<file path="src/design/mqbld_pkg.sv">
// Package for the MIME quoted-printable / base64 line decoder.
// Holds sizes, character codes, controller and datapath types, and digit decoders.
// No dependencies.
package mqbld_pkg;

  localparam int PREFIX_LEN = 10;
  localparam int CNT_W = $clog2(PREFIX_LEN + 1);
  localparam int IDX_W = (PREFIX_LEN > 1) ? $clog2(PREFIX_LEN) : 1;

  localparam logic [6:0] B64_BAD = 7'd64;
  localparam logic [4:0] HEX_BAD = 5'd16;

  localparam logic [7:0] CH_Q  = 8'h3F;
  localparam logic [7:0] CH_EQ = 8'h3D;
  localparam logic [7:0] CH_NL = 8'h0A;
  localparam logic [7:0] CH_SP = 8'h20;
  localparam logic [7:0] CH_LQ = 8'h71;
  localparam logic [7:0] CH_LB = 8'h62;

  typedef enum logic [2:0] {
    LK_NONE,
    LK_Q,
    LK_QEQ,
    LK_EQ,
    LK_HEX
  } esc_kind_t;

  typedef enum logic [2:0] {
    ST_IDLE,
    ST_CHAR,
    ST_END_PREP,
    ST_REPLAY,
    ST_FIN_PEND,
    ST_FIN_OUT
  } ctrl_state_t;

  typedef enum logic [3:0] {
    OP_NONE,
    OP_PASS,
    OP_STORE,
    OP_REPLAY_START,
    OP_END_REPLAY_START,
    OP_DISP_STORE,
    OP_REPLAY_CLOSE,
    OP_DISP_CUR,
    OP_FIN_PEND,
    OP_FIN_OUT
  } dp_op_t;

  typedef struct packed {
    logic   take;
    dp_op_t op;
  } dp_cmd_t;

  typedef struct packed {
    logic item_valid;
    logic enable;
    logic prefix_open;
    logic cur_b64ok;
    logic store_room;
    logic replay_left;
    logic cur_end;
    logic op_done;
  } dp_status_t;

  function automatic logic [6:0] b64val(input logic [7:0] c);
    logic [6:0] v;
    v = B64_BAD;
    if (c inside {[8'h41:8'h5A]}) v = 7'(c - 8'h41);
    else if (c inside {[8'h61:8'h7A]}) v = 7'(c - 8'd71);
    else if (c inside {[8'h30:8'h39]}) v = 7'(c + 8'd4);
    else if (c == 8'h2B) v = 7'd62;
    else if (c == 8'h2F) v = 7'd63;
    return v;
  endfunction

  function automatic logic [4:0] hexval(input logic [7:0] c);
    logic [4:0] v;
    v = HEX_BAD;
    if (c inside {[8'h30:8'h39]}) v = 5'(c - 8'h30);
    else if (c inside {[8'h61:8'h66]}) v = 5'(c - 8'h57);
    else if (c inside {[8'h41:8'h46]}) v = 5'(c - 8'h37);
    return v;
  endfunction

  function automatic logic is_ws(input logic [7:0] c);
    return c inside {CH_SP, [8'h09:8'h0D]};
  endfunction

endpackage

</file>
<file path="src/design/mqbld_ifs.sv">
// Valid/ready channel interfaces for the decoder's input and result streams.
// No dependencies.
interface mqbld_item_if;
  logic       valid;
  logic       ready;
  logic [7:0] data_byte;
  logic       string_start;
  logic       string_end;
  logic       preset_qp;
  logic       preset_base64;

  modport source (output valid, data_byte, string_start, string_end, preset_qp, preset_base64,
                  input ready);
  modport sink (input valid, data_byte, string_start, string_end, preset_qp, preset_base64,
                output ready);
endinterface

interface mqbld_result_if;
  logic       valid;
  logic       ready;
  logic [7:0] out_byte;
  logic       byte_valid;
  logic       string_done;

  modport source (output valid, out_byte, byte_valid, string_done, input ready);
  modport sink (input valid, out_byte, byte_valid, string_done, output ready);
endinterface

</file>
<file path="src/design/mqbld_ctrl.sv">
// Controller state machine: sequences prefix check, replay, dispatch and finish.
// Depends on mqbld_pkg.
module mqbld_ctrl (
  input  logic                 clk,
  input  logic                 rst,
  input  mqbld_pkg::dp_status_t status,
  output mqbld_pkg::dp_cmd_t    cmd
);

  mqbld_pkg::ctrl_state_t state, state_next;
  logic end_phase, end_phase_next;

  always_ff @(posedge clk) begin
    if (rst) begin
      state     <= mqbld_pkg::ST_IDLE;
      end_phase <= 1'b0;
    end else begin
      state     <= state_next;
      end_phase <= end_phase_next;
    end
  end

  always_comb begin
    state_next     = state;
    end_phase_next = end_phase;
    cmd.take       = 1'b0;
    cmd.op         = mqbld_pkg::OP_NONE;
    case (state)
      mqbld_pkg::ST_IDLE: begin
        cmd.take = 1'b1;
        if (status.item_valid) state_next = mqbld_pkg::ST_CHAR;
      end
      mqbld_pkg::ST_CHAR: begin
        if (!status.enable) begin
          cmd.op = mqbld_pkg::OP_PASS;
          if (status.op_done) state_next = mqbld_pkg::ST_IDLE;
        end else if (status.prefix_open) begin
          if (status.cur_b64ok && status.store_room) begin
            cmd.op     = mqbld_pkg::OP_STORE;
            state_next = status.cur_end ? mqbld_pkg::ST_END_PREP : mqbld_pkg::ST_IDLE;
          end else begin
            cmd.op         = mqbld_pkg::OP_REPLAY_START;
            end_phase_next = 1'b0;
            state_next     = mqbld_pkg::ST_REPLAY;
          end
        end else begin
          cmd.op = mqbld_pkg::OP_DISP_CUR;
          if (status.op_done)
            state_next = status.cur_end ? mqbld_pkg::ST_FIN_PEND : mqbld_pkg::ST_IDLE;
        end
      end
      mqbld_pkg::ST_END_PREP: begin
        cmd.op         = mqbld_pkg::OP_END_REPLAY_START;
        end_phase_next = 1'b1;
        state_next     = mqbld_pkg::ST_REPLAY;
      end
      mqbld_pkg::ST_REPLAY: begin
        if (status.replay_left) begin
          cmd.op = mqbld_pkg::OP_DISP_STORE;
        end else begin
          cmd.op     = mqbld_pkg::OP_REPLAY_CLOSE;
          state_next = end_phase ? mqbld_pkg::ST_FIN_PEND : mqbld_pkg::ST_CHAR;
        end
      end
      mqbld_pkg::ST_FIN_PEND: begin
        cmd.op = mqbld_pkg::OP_FIN_PEND;
        if (status.op_done) state_next = mqbld_pkg::ST_FIN_OUT;
      end
      mqbld_pkg::ST_FIN_OUT: begin
        cmd.op = mqbld_pkg::OP_FIN_OUT;
        if (status.op_done) state_next = mqbld_pkg::ST_IDLE;
      end
      default: state_next = mqbld_pkg::ST_IDLE;
    endcase
  end

endmodule

</file>
<file path="src/design/mqbld_datapath.sv">
// Datapath: decoder state, prefix store, output register; one decode step per cycle unless the output stalls.
// Depends on mqbld_pkg and the channel interfaces in mqbld_ifs.
module mqbld_datapath (
  input  logic                  clk,
  input  logic                  rst,
  input  logic                  decode_enable,
  input  mqbld_pkg::dp_cmd_t     cmd,
  output mqbld_pkg::dp_status_t  status,
  mqbld_item_if.sink            item,
  mqbld_result_if.source        result
);

  logic [7:0] cur_byte;
  logic       cur_end;

  logic [7:0] prefix_store [mqbld_pkg::PREFIX_LEN];
  logic [mqbld_pkg::CNT_W-1:0] prefix_count, prefix_count_next;
  logic [mqbld_pkg::CNT_W-1:0] replay_idx, replay_idx_next;
  logic prefix_open, prefix_open_next;

  logic qp_mode, qp_mode_next;
  logic base64_mode, base64_mode_next;
  logic pad_seen, pad_seen_next;
  logic [5:0] group_digits [3];
  logic [5:0] group_digits_next [3];
  logic [1:0] group_count, group_count_next;
  logic group_on, group_on_next;
  logic pad_head, pad_head_next;
  logic pad_third, pad_third_next;
  logic [1:0] flush_phase, flush_phase_next;
  mqbld_pkg::esc_kind_t esc_kind, esc_kind_next;
  logic [7:0] esc_char, esc_char_next;
  logic [1:0] hdr_cnt, hdr_cnt_next;
  logic [7:0] hdr_sel, hdr_sel_next;
  logic [8:0] held_byte, held_byte_next;

  logic       out_valid;
  logic [7:0] out_byte;
  logic       out_bvalid;
  logic       out_done;

  logic accept, out_free, commit, store_we;
  logic emit, emit_bvalid, emit_done;
  logic [7:0] emit_byte;
  logic [7:0] ch;
  logic pc_en, prod_en, char_fin, do_init, init_qp, init_b64;
  logic [7:0] pc_char, prod_b;
  logic [6:0] v;
  logic [4:0] hi, lo;
  logic [7:0] hexb;

  assign accept   = cmd.take && item.valid;
  assign out_free = !out_valid || result.ready;
  assign commit   = !(emit && !out_free);
  assign item.ready = cmd.take;

  assign ch = (cmd.op == mqbld_pkg::OP_DISP_STORE) ?
              prefix_store[replay_idx[mqbld_pkg::IDX_W-1:0]] : cur_byte;

  always_comb begin
    prefix_count_next = prefix_count;
    replay_idx_next   = replay_idx;
    prefix_open_next  = prefix_open;
    qp_mode_next      = qp_mode;
    base64_mode_next  = base64_mode;
    pad_seen_next     = pad_seen;
    group_digits_next = group_digits;
    group_count_next  = group_count;
    group_on_next     = group_on;
    pad_head_next     = pad_head;
    pad_third_next    = pad_third;
    flush_phase_next  = flush_phase;
    esc_kind_next     = esc_kind;
    esc_char_next     = esc_char;
    hdr_cnt_next      = hdr_cnt;
    hdr_sel_next      = hdr_sel;
    held_byte_next    = held_byte;
    emit        = 1'b0;
    emit_byte   = 8'h00;
    emit_bvalid = 1'b0;
    emit_done   = 1'b0;
    pc_en    = 1'b0;
    pc_char  = 8'h00;
    prod_en  = 1'b0;
    prod_b   = 8'h00;
    char_fin = 1'b1;
    do_init  = 1'b0;
    init_qp  = 1'b0;
    init_b64 = 1'b0;
    store_we = 1'b0;
    v    = mqbld_pkg::b64val(ch);
    hi   = mqbld_pkg::hexval(esc_char);
    lo   = mqbld_pkg::hexval(ch);
    hexb = 8'hFF;

    if (accept && item.string_start) begin
      do_init  = 1'b1;
      init_qp  = item.preset_qp;
      init_b64 = item.preset_base64;
    end

    case (cmd.op)
      mqbld_pkg::OP_PASS: begin
        emit        = 1'b1;
        emit_byte   = cur_byte;
        emit_bvalid = 1'b1;
        emit_done   = cur_end;
        do_init     = cur_end;
      end
      mqbld_pkg::OP_STORE: begin
        store_we          = 1'b1;
        prefix_count_next = prefix_count + 1'b1;
      end
      mqbld_pkg::OP_REPLAY_START: begin
        if (mqbld_pkg::b64val(cur_byte) == mqbld_pkg::B64_BAD) base64_mode_next = 1'b0;
        replay_idx_next = '0;
      end
      mqbld_pkg::OP_END_REPLAY_START: begin
        base64_mode_next = 1'b0;
        replay_idx_next  = '0;
      end
      mqbld_pkg::OP_REPLAY_CLOSE: begin
        prefix_open_next  = 1'b0;
        prefix_count_next = '0;
      end
      mqbld_pkg::OP_DISP_CUR, mqbld_pkg::OP_DISP_STORE: begin
        if (flush_phase == 2'd2) begin
          prod_en = 1'b1;
          prod_b  = {group_digits[1][3:0], group_digits[2][5:2]};
          if (ch == mqbld_pkg::CH_EQ) begin
            pad_seen_next    = 1'b1;
            flush_phase_next = 2'd0;
          end else begin
            flush_phase_next = 2'd3;
            char_fin         = 1'b0;
          end
        end else if (flush_phase == 2'd3) begin
          prod_en = 1'b1;
          prod_b  = (v == mqbld_pkg::B64_BAD) ? 8'hFF : {group_digits[2][1:0], v[5:0]};
          flush_phase_next = 2'd0;
        end else if (group_on) begin
          if (!mqbld_pkg::is_ws(ch)) begin
            if (group_count != 2'd3) begin
              if (ch == mqbld_pkg::CH_EQ) begin
                if (group_count < 2'd2) pad_head_next = 1'b1;
                else pad_third_next = 1'b1;
              end
              group_digits_next[group_count] = v[5:0];
              group_count_next = group_count + 2'd1;
            end else begin
              group_on_next    = 1'b0;
              group_count_next = 2'd0;
              if (pad_head) begin
                pad_seen_next = 1'b1;
              end else begin
                prod_en = 1'b1;
                prod_b  = {group_digits[0], group_digits[1][5:4]};
                if (pad_third) begin
                  pad_seen_next = 1'b1;
                end else begin
                  flush_phase_next = 2'd2;
                  char_fin         = 1'b0;
                end
              end
            end
          end
        end else if (hdr_cnt != 2'd0 || hdr_sel != 8'h00) begin
          if (ch != mqbld_pkg::CH_Q) begin
            if (hdr_cnt == 2'd2) hdr_sel_next = ch | mqbld_pkg::CH_SP;
          end else if (hdr_cnt == 2'd2) begin
            hdr_cnt_next = 2'd0;
            hdr_sel_next = 8'h00;
            if (hdr_sel == mqbld_pkg::CH_LQ) qp_mode_next = 1'b1;
            else if (hdr_sel == mqbld_pkg::CH_LB) base64_mode_next = 1'b1;
          end else begin
            hdr_cnt_next = hdr_cnt + 2'd1;
          end
        end else begin
          case (esc_kind)
            mqbld_pkg::LK_Q: begin
              if (ch == mqbld_pkg::CH_EQ) begin
                esc_kind_next = mqbld_pkg::LK_QEQ;
              end else begin
                // emit the held '?' first, then run this char again
                esc_kind_next = mqbld_pkg::LK_NONE;
                pc_en    = 1'b1;
                pc_char  = mqbld_pkg::CH_Q;
                char_fin = 1'b0;
              end
            end
            mqbld_pkg::LK_QEQ, mqbld_pkg::LK_EQ: begin
              esc_kind_next = mqbld_pkg::LK_NONE;
              if (esc_kind == mqbld_pkg::LK_QEQ && ch == mqbld_pkg::CH_SP) begin
                qp_mode_next     = 1'b0;
                base64_mode_next = 1'b0;
                pc_en   = 1'b1;
                pc_char = ch;
              end else if (ch == mqbld_pkg::CH_Q) begin
                hdr_cnt_next = 2'd1;
                hdr_sel_next = 8'h00;
              end else if (qp_mode) begin
                esc_kind_next = mqbld_pkg::LK_HEX;
                esc_char_next = ch;
              end else begin
                pc_en    = 1'b1;
                pc_char  = mqbld_pkg::CH_EQ;
                char_fin = 1'b0;
              end
            end
            mqbld_pkg::LK_HEX: begin
              esc_kind_next = mqbld_pkg::LK_NONE;
              if (lo != mqbld_pkg::HEX_BAD)
                hexb = {(hi == mqbld_pkg::HEX_BAD) ? 4'hF : hi[3:0], lo[3:0]};
              if (hexb != 8'hFF) begin
                prod_en = 1'b1;
                prod_b  = hexb;
              end
            end
            default: begin
              esc_kind_next = mqbld_pkg::LK_NONE;
              if (ch == mqbld_pkg::CH_Q) begin
                esc_kind_next = mqbld_pkg::LK_Q;
              end else if (ch == mqbld_pkg::CH_EQ) begin
                esc_kind_next = mqbld_pkg::LK_EQ;
              end else if (ch == mqbld_pkg::CH_NL) begin
                if (!base64_mode) begin
                  prod_en = 1'b1;
                  prod_b  = ch;
                end
                pad_seen_next    = 1'b0;
                qp_mode_next     = 1'b0;
                base64_mode_next = 1'b0;
              end else begin
                pc_en   = 1'b1;
                pc_char = ch;
              end
            end
          endcase
        end
      end
      mqbld_pkg::OP_FIN_PEND: begin
        // flush a dangling '?' or '=' as text
        if (!group_on && hdr_cnt == 2'd0 && hdr_sel == 8'h00) begin
          if (esc_kind == mqbld_pkg::LK_Q) begin
            pc_en   = 1'b1;
            pc_char = mqbld_pkg::CH_Q;
          end else if ((esc_kind == mqbld_pkg::LK_QEQ || esc_kind == mqbld_pkg::LK_EQ)
                       && !qp_mode) begin
            pc_en   = 1'b1;
            pc_char = mqbld_pkg::CH_EQ;
          end
        end
      end
      mqbld_pkg::OP_FIN_OUT: begin
        emit        = 1'b1;
        emit_bvalid = held_byte[8];
        emit_done   = 1'b1;
        if (held_byte[8])
          emit_byte = (!base64_mode && held_byte[7:0] == mqbld_pkg::CH_EQ) ?
                      mqbld_pkg::CH_NL : held_byte[7:0];
        do_init = 1'b1;
      end
      default: ;
    endcase

    // advance to the next held byte once this one is fully decoded
    if (cmd.op == mqbld_pkg::OP_DISP_STORE && char_fin) replay_idx_next = replay_idx + 1'b1;

    if (pc_en) begin
      if (base64_mode_next && !pad_seen_next) begin
        group_on_next    = 1'b1;
        group_count_next = 2'd0;
        pad_head_next    = 1'b0;
        pad_third_next   = 1'b0;
        if (!mqbld_pkg::is_ws(pc_char)) begin
          if (pc_char == mqbld_pkg::CH_EQ) pad_head_next = 1'b1;
          group_digits_next[0] = 6'(mqbld_pkg::b64val(pc_char) & 7'h3F);
          group_count_next     = 2'd1;
        end
      end else begin
        prod_en = 1'b1;
        prod_b  = pc_char;
      end
    end

    if (prod_en) begin
      emit           = held_byte[8];
      emit_byte      = held_byte[7:0];
      emit_bvalid    = 1'b1;
      emit_done      = 1'b0;
      held_byte_next = {1'b1, prod_b};
    end

    if (do_init) begin
      prefix_open_next  = 1'b1;
      prefix_count_next = '0;
      qp_mode_next      = init_qp;
      base64_mode_next  = init_b64;
      pad_seen_next     = 1'b0;
      group_count_next  = 2'd0;
      group_on_next     = 1'b0;
      pad_head_next     = 1'b0;
      pad_third_next    = 1'b0;
      flush_phase_next  = 2'd0;
      esc_kind_next     = mqbld_pkg::LK_NONE;
      hdr_cnt_next      = 2'd0;
      hdr_sel_next      = 8'h00;
      held_byte_next    = 9'h000;
    end
  end

  always_ff @(posedge clk) begin
    if (rst) begin
      prefix_count <= '0;
      replay_idx   <= '0;
      prefix_open  <= 1'b1;
      qp_mode      <= 1'b0;
      base64_mode  <= 1'b0;
      pad_seen     <= 1'b0;
      group_count  <= 2'd0;
      group_on     <= 1'b0;
      pad_head     <= 1'b0;
      pad_third    <= 1'b0;
      flush_phase  <= 2'd0;
      esc_kind     <= mqbld_pkg::LK_NONE;
      hdr_cnt      <= 2'd0;
      hdr_sel      <= 8'h00;
      held_byte    <= 9'h000;
    end else if (commit) begin
      prefix_count <= prefix_count_next;
      replay_idx   <= replay_idx_next;
      prefix_open  <= prefix_open_next;
      qp_mode      <= qp_mode_next;
      base64_mode  <= base64_mode_next;
      pad_seen     <= pad_seen_next;
      group_count  <= group_count_next;
      group_on     <= group_on_next;
      pad_head     <= pad_head_next;
      pad_third    <= pad_third_next;
      flush_phase  <= flush_phase_next;
      esc_kind     <= esc_kind_next;
      hdr_cnt      <= hdr_cnt_next;
      hdr_sel      <= hdr_sel_next;
      held_byte    <= held_byte_next;
    end
  end

  always_ff @(posedge clk) begin
    if (commit) begin
      group_digits <= group_digits_next;
      esc_char     <= esc_char_next;
    end
    if (accept) begin
      cur_byte <= item.data_byte;
      cur_end  <= item.string_end;
    end
    if (store_we) prefix_store[prefix_count[mqbld_pkg::IDX_W-1:0]] <= cur_byte;
  end

  // output register: load on a committed emit, drop once taken
  always_ff @(posedge clk) begin
    if (rst) begin
      out_valid <= 1'b0;
    end else if (emit && commit) begin
      out_valid <= 1'b1;
    end else if (result.ready) begin
      out_valid <= 1'b0;
    end
  end

  always_ff @(posedge clk) begin
    if (emit && commit) begin
      out_byte   <= emit_byte;
      out_bvalid <= emit_bvalid;
      out_done   <= emit_done;
    end
  end

  assign result.valid       = out_valid;
  assign result.out_byte    = out_byte;
  assign result.byte_valid  = out_bvalid;
  assign result.string_done = out_done;

  assign status.item_valid  = item.valid;
  assign status.enable      = decode_enable;
  assign status.prefix_open = prefix_open;
  assign status.cur_b64ok   = mqbld_pkg::b64val(cur_byte) != mqbld_pkg::B64_BAD;
  assign status.store_room  = prefix_count < mqbld_pkg::CNT_W'(mqbld_pkg::PREFIX_LEN - 1);
  assign status.replay_left = replay_idx < prefix_count;
  assign status.cur_end     = cur_end;
  assign status.op_done     = char_fin && commit;

endmodule

</file>
<file path="src/design/mime_qp_base64_line_decoder_top.sv">
// A byte is taken in the idle state and decoded in the state after it; a finished base64
// group adds flush steps, a prefix replay adds a replay start, a dispatch per held byte
// and a replay close, and a string end adds the finish-pending and finish-output steps.
// Results leave through the output register; a stalled output holds the decode step.
// Reset (rst, synchronous): decoding enabled, all modes and pending state cleared.
// Depends on mqbld_pkg, mqbld_ifs, mqbld_ctrl and mqbld_datapath.
module mime_qp_base64_line_decoder_top (
  input  logic        clk,
  input  logic        rst,
  mqbld_item_if.sink  item,
  mqbld_result_if.source result,
  input  logic        psel,
  input  logic        penable,
  input  logic        pwrite,
  input  logic [2:0]  paddr,
  input  logic [31:0] pwdata,
  output logic [31:0] prdata,
  output logic        pready
);

  logic decode_enable;
  mqbld_pkg::dp_cmd_t    cmd;
  mqbld_pkg::dp_status_t status;

  assign pready = 1'b1;
  assign prdata = (paddr[2] == 1'b0) ? {31'd0, decode_enable} : 32'd0;

  always_ff @(posedge clk) begin
    if (rst) begin
      decode_enable <= 1'b1;
    end else if (psel && penable && pwrite && pready && paddr[2] == 1'b0) begin
      decode_enable <= pwdata[0];
    end
  end

  mqbld_ctrl u_ctrl (
    .clk    (clk),
    .rst    (rst),
    .status (status),
    .cmd    (cmd)
  );

  mqbld_datapath u_datapath (
    .clk           (clk),
    .rst           (rst),
    .decode_enable (decode_enable),
    .cmd           (cmd),
    .status        (status),
    .item          (item),
    .result        (result)
  );

endmodule
</file>
<file path="src/flat_wrapper.sv">
// flat-port wrapper written by rule: the top's interface ports become plain ports
module mime_qp_base64_line_decoder_top_flat 
  (clk, rst, psel, penable, pwrite, paddr, pwdata, prdata, pready, item_valid, item_data_byte, item_string_start, item_string_end, item_preset_qp, item_preset_base64, item_ready, result_valid, result_out_byte, result_byte_valid, result_string_done, result_ready);
  mqbld_item_if item_i ();
  mqbld_result_if result_i ();
  input  logic clk;
  input  logic rst;
  input  logic psel;
  input  logic penable;
  input  logic pwrite;
  input  logic [2:0] paddr;
  input  logic [31:0] pwdata;
  output logic [31:0] prdata;
  output logic pready;
  input wire logic [$bits(item_i.valid)-1:0] item_valid;
  input wire logic [$bits(item_i.data_byte)-1:0] item_data_byte;
  input wire logic [$bits(item_i.string_start)-1:0] item_string_start;
  input wire logic [$bits(item_i.string_end)-1:0] item_string_end;
  input wire logic [$bits(item_i.preset_qp)-1:0] item_preset_qp;
  input wire logic [$bits(item_i.preset_base64)-1:0] item_preset_base64;
  output wire logic [$bits(item_i.ready)-1:0] item_ready;
  output wire logic [$bits(result_i.valid)-1:0] result_valid;
  output wire logic [$bits(result_i.out_byte)-1:0] result_out_byte;
  output wire logic [$bits(result_i.byte_valid)-1:0] result_byte_valid;
  output wire logic [$bits(result_i.string_done)-1:0] result_string_done;
  input wire logic [$bits(result_i.ready)-1:0] result_ready;
  assign item_i.valid = item_valid;
  assign item_i.data_byte = item_data_byte;
  assign item_i.string_start = item_string_start;
  assign item_i.string_end = item_string_end;
  assign item_i.preset_qp = item_preset_qp;
  assign item_i.preset_base64 = item_preset_base64;
  assign item_ready = item_i.ready;
  assign result_valid = result_i.valid;
  assign result_out_byte = result_i.out_byte;
  assign result_byte_valid = result_i.byte_valid;
  assign result_string_done = result_i.string_done;
  assign result_i.ready = result_ready;
  mime_qp_base64_line_decoder_top u_core (.clk(clk), .rst(rst), .item(item_i), .result(result_i), .psel(psel), .penable(penable), .pwrite(pwrite), .paddr(paddr), .pwdata(pwdata), .prdata(prdata), .pready(pready));
endmodule
</file>
<file path="config.mk">
export PLATFORM = sky130hd
export DESIGN_NAME = mime_qp_base64_line_decoder_top_flat
export DESIGN_NICKNAME = d
export VERILOG_FILES = /design/src/design/mqbld_pkg.sv /design/src/design/mqbld_ifs.sv /design/src/design/mqbld_ctrl.sv /design/src/design/mqbld_datapath.sv /design/src/design/mime_qp_base64_line_decoder_top.sv /design/src/flat_wrapper.sv
export SDC_FILE = /design/constraint.sdc
export NUM_CORES = 1
export LEC_CHECK = 0
export BUFFER_PORTS_ARGS = -buffer_cell sky130_fd_sc_hd__buf_4
export CAP_MARGIN = 25
export CORE_UTILIZATION = 44
export DETAILED_ROUTE_END_ITERATION = 6
export PLACE_DENSITY = 0.61
export SETUP_SLACK_MARGIN = 0.4
export SLEW_MARGIN = 15
export SYNTH_ARGS = -nofsm -noshare
export SYNTH_HDL_FRONTEND = slang
export SYNTH_SLANG_ARGS = --single-unit
</file>
<file path="constraint.sdc">
create_clock -name clk -period 8.55 [get_ports clk]
set_input_delay 0.4275 -clock clk [delete_from_list [all_inputs] [get_ports clk]]
set_output_delay 0.4275 -clock clk [all_outputs]
set_load 0.01 [all_outputs]
</file>
==> results of run 1 <==
worst max path at each step:
stage	start	to	slack (ns)	depth (start not counted)
after CTS	u_core.u_datapath.prefix_count[2]	u_core.u_datapath.group_digits[16]	1.66	22
after global placement	u_core.u_datapath.prefix_count[2]	u_core.u_datapath.group_digits[16]	1.77	22
after floorplan	u_core.u_datapath.prefix_count[2]	u_core.u_datapath.group_digits[16]	2.27	25
final	u_core.u_datapath.prefix_count[2]	u_core.u_datapath.group_digits[16]	1.51	22
after global routing	u_core.u_datapath.prefix_count[2]	u_core.u_datapath.group_digits[16]	0.94	22
after detailed placement	u_core.u_datapath.prefix_count[2]	u_core.u_datapath.group_digits[16]	1.70	22
sequential cells by signal, summed over array words and instances (netlist names), 2 cells and up, named ones only:
name and cells:
u_core.u_datapath.flush_phase 2, u_core.u_datapath.group_count 2, u_core.u_datapath.esc_char 8, u_core.u_datapath.replay_idx 4
u_core.u_datapath.hdr_sel 8, u_core.u_datapath.esc_kind 3, u_core.u_datapath.prefix_count 4, u_core.u_datapath.held_byte 9
u_core.u_datapath.result.out_byte 8, u_core.u_datapath.hdr_cnt 2, u_core.u_datapath.cur_byte 8, u_core.u_datapath.group_digits 6
u_core.u_ctrl.state 3, u_core.u_datapath.prefix_store 80
logic make-up after synthesis:
family | Yosys count | share of synthesized area
AND/OR/NAND/NOR | 337 | 0.1611
AO/OA/AOI/OAI | 328 | 0.2227
flip-flops | 176 | 0.4426
buffers and inverters | 123 | 0.06170
multiplexers | 56 | 0.05300
adder cells (fa/ha/maj) | 39 | 0.04523
XOR/XNOR | 16 | 0.01299
other | 2 | 0.0006962
per-layer routing:
metal,vias up,share of wire,wire length (microns)
met4,0,0.015,474
met2,393,0.44,13560
li1,4112,-,-
met3,36,0.073,2263
met1,4267,0.47,14700
met5,-,0,0
layout make-up:
| cell class | instances | share of cell area |
|---|---|---|
| Clock buffer | 17 | 0.03596 |
| Inverter | 46 | 0.01481 |
| Clock inverter | 15 | 0.01671 |
| Sequential cell | 176 | 0.4037 |
| Timing Repair Buffer | 51 | 0.03278 |
| Tap cell | 319 | 0.03374 |
| Multi-Input combinational cell | 808 | 0.4624 |
per-stage QoR:
stage / hold slack (ns) / utilization / power, W / instances / setup slack, ns
2_1_floorplan: 0.4327 / - / 0.001576 / 1107 / 2.266
3_3_place_gp: 0.4498 / 0.4710 / 0.001808 / 1398 / 1.766
3_5_place_dp: 0.4599 / 0.4713 / 0.001815 / 1399 / 1.698
4_1_cts: 0.1326 / 0.4976 / 0.002625 / 1431 / 1.659
5_1_grt: 0.1370 / 0.4981 / 0.002742 / 1432 / 0.9440
6_report: 0.1452 / 0.4981 / 0.002634 / 1432 / 1.508
worst max-delay path: cells and delay by family, from the launching register on:
kind	cells	cell delay, ns
simple gates	4	1.09
flops	1	0.45
buf+inv	3	0.35
compound gates	11	3.51
mux	1	0.54
fa+ha+maj	3	0.80
cell usage after synthesis (7+ instances only):
cell type    n
edfxtp_1   125
nand2_1     81
nor2_1      74
a21oi_1     62
dfxtp_1     51
o21ai_0     51
mux2i_1     50
inv_1       41
ha_1        39
buf_4       32
nand3_1     32
clkbuf_1    27
nor3_1      26
a211oi_1    21
a22o_1      20
and3_1      19
nor2b_1     17
and2_1      14
xnor2_1     14
a22oi_1     13
nand2b_1    13
o21a_1      12
o22ai_1     12
nand4_1     10
nor4_1      10
o211ai_1    10
a31oi_1      9
a21o_1       8
a31o_2       8
buf_6        8
buf_2        7
o221ai_1     7
or2_2        7
power by group:
group          internal, W  switching [W]
clock             0.000403       0.000416
sequential         0.00102      0.0000925
combinational     0.000238       0.000466
==> flow_summary.ini, run 1 <==
[clock_tree]
numCtsBuffers = 17
tritoncts = built
cts_setup_buffers = 0
clock_latency_ns = 0.45
cts_num_sinks = 176
htreeDepth = 4
post_cts_resize_count = 0
clk_pin_slew_ns = 0.08
cts-hold-fix-buffers = 0
clock_path_buffers = 2
cts_root_buf = clkbuf_16

[cells_and_area]
regArea_sq_mm = 0.004776
drive_gt1_frac = 0.1150
layout_commonest_cell = edfxtp_1
area_growth_pct = 9.672
fillCellCount = 2195
final_cell_mix = edfxtp_1, nand2_1, nor2_1
fin_area_sq_mm = 0.01183
multi_input_area_sq_mm = 0.005470
layout.nets = 1193
antennaDiodeCount = 0

[place]
port_buffers = 33
place_congestion = 0.9305
dp_hpwl_microns = 22640
placed_area_sq_mm = 0.01120

[floorplan]
dieArea_sq_mm = 0.02515
fp-row-count = 56
ios = 99
die_h_microns = 158.6
core_sq_mm = 0.02375
start_util = 0.4542
die_w_microns = 158.6

[route]
drc = 0
routed_wl_microns = 31000
vias = 8808
drt_pre_antenna_iters = 5
drt_iter0_drc = 1034
vias_per_cell = 6.151
ant_nets = 0
wire_per_inst_microns = 21.65

[grt]
antenna_found_initial = 0
track_usage = 0.2570
grt_busiest_layer = met2
met1_usage = 0.3782
grt_pass1_wl_microns = 47720
met3_usage = 0.04409
grt_max_degree = 27
use_met2 = 0.3874
grt_pass1_vias = 8215
grt_remaining_overflow = 0

[sta]
relSlewSlack = 0.3178
rsz0062_at_grt = no
drv_slew = 0
setup_viol = 0
fmax_mhz = 142.0
tns_ns = 0
fin_skew_ns = 0.01522
hold_viol_final = 0
tightest_slew_ns = 1.016
fin_crit_ns = 7.043
fin_crit_sh = 0.8237

[power]
power-per-cell-area_mw_per_mm2 = 222.6
leakagePower_nw = 4.228
vdd_drop_max_mv = 0.1408

[yosys]
async_reset_ff_frac = 0
synthFlopType = edfxtp_1
yosys.area.top_type_share = 0.3479
ys_top_cells_by_area = edfxtp_1, dfxtp_1, mux2i_1
yosysWarnings = 0
synth_cell_types = 105
yosys.area.top_type = edfxtp_1
yosysSeqAreaShare = 0.4426
syn_area_per_cell_sq_um = 10.02
synth_area_sq_mm = 0.01079
synth_edf_count = 125
syn_inst = 1077
ys_ff_latch = 176

[worst_setup_path]
endpoint_kind = flip-flop
r2r-start = u_core.u_datapath.prefix_count[2]
cp_data_arrival_time_ns = 7.23
cp-start-kind = flip-flop
crit_chain = inv_1 -> ha_1 -> nor3_1 -> o21ai_0 -> a21oi_2 -> mux2i_1 -> ha_1 -> o2111ai_1 -> o32a_1 -> a2111o_1 -> and3_1 -> nor4_1 -> a21oi_1 -> inv_1 -> ha_1 -> inv_1 -> a2111oi_0 -> nand3b_1 -> a311oi_2 -> a2111oi_0 -> a311o_1 -> a22oi_1
r2r_cells = 22
crit_slowest_cell = a21oi_2
reg2reg_setup_slack_ns = 1.51
crit_path_max_fanout = 9
worstSetupPathType = flip-flop to flip-flop
cpPeakStageDelay_ns = 0.58
required_ns = 8.73
timing.rr.end = u_core.u_datapath.group_digits[16]

[min_path]
hold_start = item_data_byte[5]
hold_depth = 1
holdPathEnd = u_core.u_datapath.cur_byte[5]
hold_path_class = primary input to flip-flop

[flow_run]
drv_cap = 0

[run_status]
status = finished, final reports clean
Power figures use the tool's default switching activity.
==> run 2: changes to the inputs <==
Settings changed: PLACE_DENSITY 0.61 to 0.63.
Clock period 8.55 ns to 5.7 ns, I/O delays scaled along.
==> flow_summary.ini, run 2 (synthesis results as in run 1) <==
[run_status]
status = finished, violations left
failed_checks = DRC

[worst_setup_path]
critPathBufInv = 5
r2r-start = u_core.u_datapath.prefix_count[3]
cpPeakStageDelay_ns = 0.39
crit_chain = inv_1 -> ha_1 -> nor3_2 -> o21ai_2 -> a21oi_4 -> mux2i_4 -> ha_2 -> o2111ai_1 -> o32a_4 -> buf_4 -> a211oi_2 -> a31oi_2 -> a21oi_2 -> inv_1 -> ha_2 -> buf_4 -> o22ai_1 -> mux2i_1 -> a21oi_2 -> buf_4 -> a311oi_1 -> a31o_2 -> o21a_1
crit_path_max_fanout = 5
crit_top_cell = buf_4
timing.rr.end = u_core.u_datapath.group_digits[14]
cp-start-kind = flip-flop
cp_top_family = compound AO/OA/AOI/OAI gates
crit_slowest_cell = o32a_4
required_ns = 5.91
worstSetupPathType = flip-flop to flip-flop
endpoint_kind = flip-flop
r2r_cells = 23
cp_data_arrival_time_ns = 5.35
reg2reg_setup_slack_ns = 0.55

[clock_tree]
cts_num_sinks = 176
tritoncts = built
numCtsBuffers = 17
clock_latency_ns = 0.45
clk_pin_slew_ns = 0.08
cts_root_buf = clkbuf_16
clock_path_buffers = 2
htreeDepth = 4

[power]
total_power_w = 0.004063
power-per-cell-area_mw_per_mm2 = 323.0
leakagePower_nw = 4.556
vdd_drop_max_mv = 0.1923

[sta]
fin_skew_ns = 0.01036
hold_slack_ns = 0.01383
fin_crit_sh = 0.9027
tightest_slew_ns = 1.062
hold_viol_final = 0
fin_crit_ns = 5.145
setup_viol = 0
worst_slack_ns = 0.5549
fmax_mhz = 194.4
rsz0062_at_grt = yes
relSlewSlack = 0.2921
drv_slew = 0
tns_ns = 0

[grt]
grt_max_degree = 27
track_usage = 0.2561
grt_pass1_vias = 8252
antenna_found_initial = 1
grt_pass1_wl_microns = 47790
grt_remaining_overflow = 0

[flow_run]
drv_cap = 0

[floorplan]
start_util = 0.4542
die_h_microns = 158.6
fp-row-count = 56
die_w_microns = 158.6
core_sq_mm = 0.02375
dieArea_sq_mm = 0.02515
ios = 99

[min_path]
hold_path_class = primary input to flip-flop
hold_depth = 1
hold_start = item_string_end
holdPathEnd = u_core.u_datapath.cur_end

[route]
routed_wl_microns = 31420
drt_iter0_drc = 1028
drt_pre_antenna_iters = 7
wire_per_inst_microns = 21.02
ant_nets = 0
vias_per_cell = 6.157
vias = 9204
drc = 7

[place]
place_congestion = 0.9679
port_buffers = 33
post-place-ws_ns = 0.1757
placed_area_sq_mm = 0.01166
dp_hpwl_microns = 23340

[cells_and_area]
layout.nets = 1256
largest_register_ffs = 80
final_cell_mix = edfxtp_1, buf_4, nand2_1
fin_area_sq_mm = 0.01258
layout_commonest_cell = edfxtp_1
area_growth_pct = 16.62
antennaDiodeCount = 0
drive_gt1_frac = 0.1964
-- run 2: cell types whose count changed in the layout (fill, tap and decap cells not counted), sizes merged --
cell | before | now
clkinv | 9 | 8
dlymetal6s2s | 1 | 0
bufinv | 0 | 1
dlygate4sd3 | 0 | 2
inv | 51 | 50
clkinvlp | 1 | 2
buf | 50 | 112
-- run 2: repair_timing --
item                                    4_1_cts  5_1_grt
setup buffers                                 3       10
gates resized for setup                       6       39
hold endpoints to repair                      1        1
gates cloned                                  0        0
hold buffers                                  1        1
pin swaps                                     2       11
endpoints found under the setup margin       28       53
-- run 2: worst max path at each step --
stage,end,slack (ns),from,cells past startpoint
2_1_floorplan,u_core.u_datapath.group_digits[14],0.41,u_core.u_datapath.prefix_count[2],25
3_3_place_gp,u_core.u_datapath.group_digits[14],0.20,flip-flop,18
3_5_place_dp,u_core.u_datapath.group_digits[14],0.18,u_core.u_datapath.prefix_count[2],22
4_1_cts,u_core.u_datapath.group_digits[14],0.38,u_core.u_datapath.prefix_count[2],22
5_1_grt,u_core.u_datapath.group_digits[14],0.33,u_core.u_datapath.prefix_count[1],22
6_report,u_core.u_datapath.group_digits[14],0.55,u_core.u_datapath.prefix_count[3],23
-- run 2: layer usage --
metal  vias up  wire, microns  track usage
met3        65           2598      0.04709
met5         -              0            0
met1      4453          14420       0.3708
met2       444          13600       0.3774
met4         0            805      0.09615
li1       4242              -            -
-- run 2: final cells by class --
class,count,area (sq um)
fillers,2102,11170
multi-input cells,808,5717
flip-flops and latches,176,4787
repair buffers,114,883.3
clock buffers,17,425.4
well taps,319,399.1
clock inverters,15,192.7
inverters,46,176.4
-- run 2: stage by stage --
| stage | cells | util |
|---|---|---|
| 2_1_floorplan | 1107 | - |
| 3_3_place_gp | 1447 | 0.4908 |
| 3_5_place_dp | 1448 | 0.4910 |
| 4_1_cts | 1484 | 0.5194 |
| 5_1_grt | 1495 | 0.5297 |
| 6_report | 1495 | 0.5297 |
-- run 2: power by group --
group / internal, W / switching [W]
Combinational: 0.000442 / 0.000810
Sequential: 0.00153 / 0.0000692
Clock: 0.000633 / 0.000583
Total: 0.00260 / 0.00146
==> run 3: changes to the inputs <==
Settings changed: HOLD_SLACK_MARGIN from default to 0.02.
==> flow_summary.ini, run 3 (synthesis results as in run 1) <==
[worst_setup_path]
crit_path_max_fanout = 5
worstSetupPathType = flip-flop to flip-flop
timing.rr.end = u_core.u_datapath.group_digits[14]
endpoint_kind = flip-flop
cp-start-kind = flip-flop
r2r-start = u_core.u_datapath.prefix_count[1]
crit_slowest_cell = o32a_4
r2r_cells = 23
cpPeakStageDelay_ns = 0.39
reg2reg_setup_slack_ns = 0.55
cp_data_arrival_time_ns = 5.36
required_ns = 5.91
crit_chain = inv_1 -> ha_1 -> nor3_2 -> o21ai_2 -> a21oi_4 -> mux2i_4 -> ha_2 -> o2111ai_1 -> o32a_4 -> a2111o_1 -> and3_4 -> nor4_4 -> a21oi_2 -> ha_1 -> inv_1 -> buf_4 -> a21oi_1 -> a21o_1 -> and3_1 -> nor2_2 -> o2111ai_1 -> a31o_2 -> o21a_1

[place]
place_congestion = 0.9679
dp_hpwl_microns = 23340
port_buffers = 33

[route]
routed_wl_microns = 31620
vias = 9185
drt_pre_antenna_iters = 6
drt_iter0_drc = 1057
drc = 0
ant_nets = 0
vias_per_cell = 6.115
wire_per_inst_microns = 21.05

[cells_and_area]
area_growth_pct = 17.27
regArea_sq_mm = 0.004787
drive_gt1_frac = 0.1953
layout_commonest_cell = edfxtp_1
multi_input_area_sq_mm = 0.005717
largest_register_ffs = 80
layout.nets = 1263
final_cell_mix = edfxtp_1, buf_4, nand2_1
final_util = 0.5326
antennaDiodeCount = 0
fillCellCount = 2097

[sta]
drv_slew = 0
fmax_mhz = 194.1
fin_crit_ns = 5.152
tns_ns = 0
tightest_slew_ns = 1.013
hold_viol_final = 0
hold_slack_ns = 0.04456
fin_skew_ns = 0.01201
rsz0062_at_grt = yes
relSlewSlack = 0.3070
fin_crit_sh = 0.9039
setup_viol = 0

[clock_tree]
tritoncts = built
cts_root_buf = clkbuf_16
clock_latency_ns = 0.45
clock_path_buffers = 2
clk_pin_slew_ns = 0.08
numCtsBuffers = 17
htreeDepth = 4
cts_num_sinks = 176

[grt]
grt_max_degree = 27
grt_remaining_overflow = 0
antenna_found_initial = 1
track_usage = 0.2573
grt_pass1_wl_microns = 48040
grt_pass1_vias = 8302

[power]
clockPowerShare = 0.299
vdd_drop_max_mv = 0.1925
leakagePower_nw = 4.586
swShare = 0.3598
p_sw_w = 0.001463
p_comb_frac = 0.308
power_frac_seq = 0.392
power-per-cell-area_mw_per_mm2 = 321.5
internal_power_w = 0.002604

[floorplan]
fp-row-count = 56
core_sq_mm = 0.02375
dieArea_sq_mm = 0.02515
ios = 99
start_util = 0.4542
die_w_microns = 158.6
die_h_microns = 158.6

[flow_run]
drv_cap = 0

[run_status]
status = finished, final reports clean

[min_path]
hold_depth = 3
holdPathEnd = u_core.decode_enable
hold_path_class = primary input to flip-flop
hold_start = pwdata[0]
-- run 3: cell types whose count changed in the layout (fill, tap and decap cells not counted) --
cell           previous run  this run
dlygate4sd3_1             2         9
-- run 3: power by group through the flow --
stage | clock network [W] | logic [W] | registers (W)
after floorplan | 0 | 0.000752 | 0.00163
after global placement | 0 | 0.00118 | 0.00162
after global routing | 0.00128 | 0.00135 | 0.00161
after CTS | 0.00123 | 0.00121 | 0.00160
final | 0.00122 | 0.00125 | 0.00160
after detailed placement | 0 | 0.00119 | 0.00162
-- run 3: metrics by stage --
step	setup slack [ns]	instances	total power, W	cell area, sq um
6_report	0.5481	1502	0.004068	12650
5_1_grt	0.3264	1502	0.004237	12650
4_1_cts	0.3783	1492	0.004032	12420
3_5_place_dp	0.1757	1448	0.002816	11660
3_3_place_gp	0.2027	1447	0.002801	11660
2_1_floorplan	0.4144	1107	0.002378	10990
-- run 3: layout make-up --
class	instances	area share
clock inverters	15	0.01523
repair buffers	121	0.07536
clock buffers	17	0.03363
well taps	319	0.03155
multi-input cells	808	0.4519
flip-flops and latches	176	0.3784
inverters	46	0.01395
-- run 3: critical path: cells and delay by family, from the launching register on --
kind,cells,cell delay (ns)
AOI/OAI and AO/OA,11,2.16
and+or+nand+nor,5,1.04
adders and majority gates,3,0.71
DFF,1,0.37
buffers and inverters,3,0.32
muxes,1,0.30
-- run 3: worst max-delay path by stage --
stage,startpoint,endpoint,slack (ns),depth (start not counted)
final,u_core.u_datapath.prefix_count[1],u_core.u_datapath.group_digits[14],0.55,23
after global routing,u_core.u_datapath.prefix_count[1],u_core.u_datapath.group_digits[14],0.33,22
after CTS,u_core.u_datapath.prefix_count[2],u_core.u_datapath.group_digits[14],0.38,22
after detailed placement,u_core.u_datapath.prefix_count[2],u_core.u_datapath.group_digits[14],0.18,22
after global placement,flip-flop,u_core.u_datapath.group_digits[14],0.20,18
after floorplan,u_core.u_datapath.prefix_count[2],u_core.u_datapath.group_digits[14],0.41,25
-- run 3: repair_timing --
action,in CTS,in global routing
setup buffers,3,10
endpoints found under the hold margin,9,0
resized for setup,6,39
hold buffers,9,0
endpoints found under the setup margin,28,53
pin swaps,2,11
-- run 3: layer usage --
layer,track usage,routed length [microns],up-vias
met5,0,45,-
met4,0.09615,857,2
met1,0.3719,14510,4412
met2,0.3805,13740,442
met3,0.04709,2466,75
li1,-,-,4254
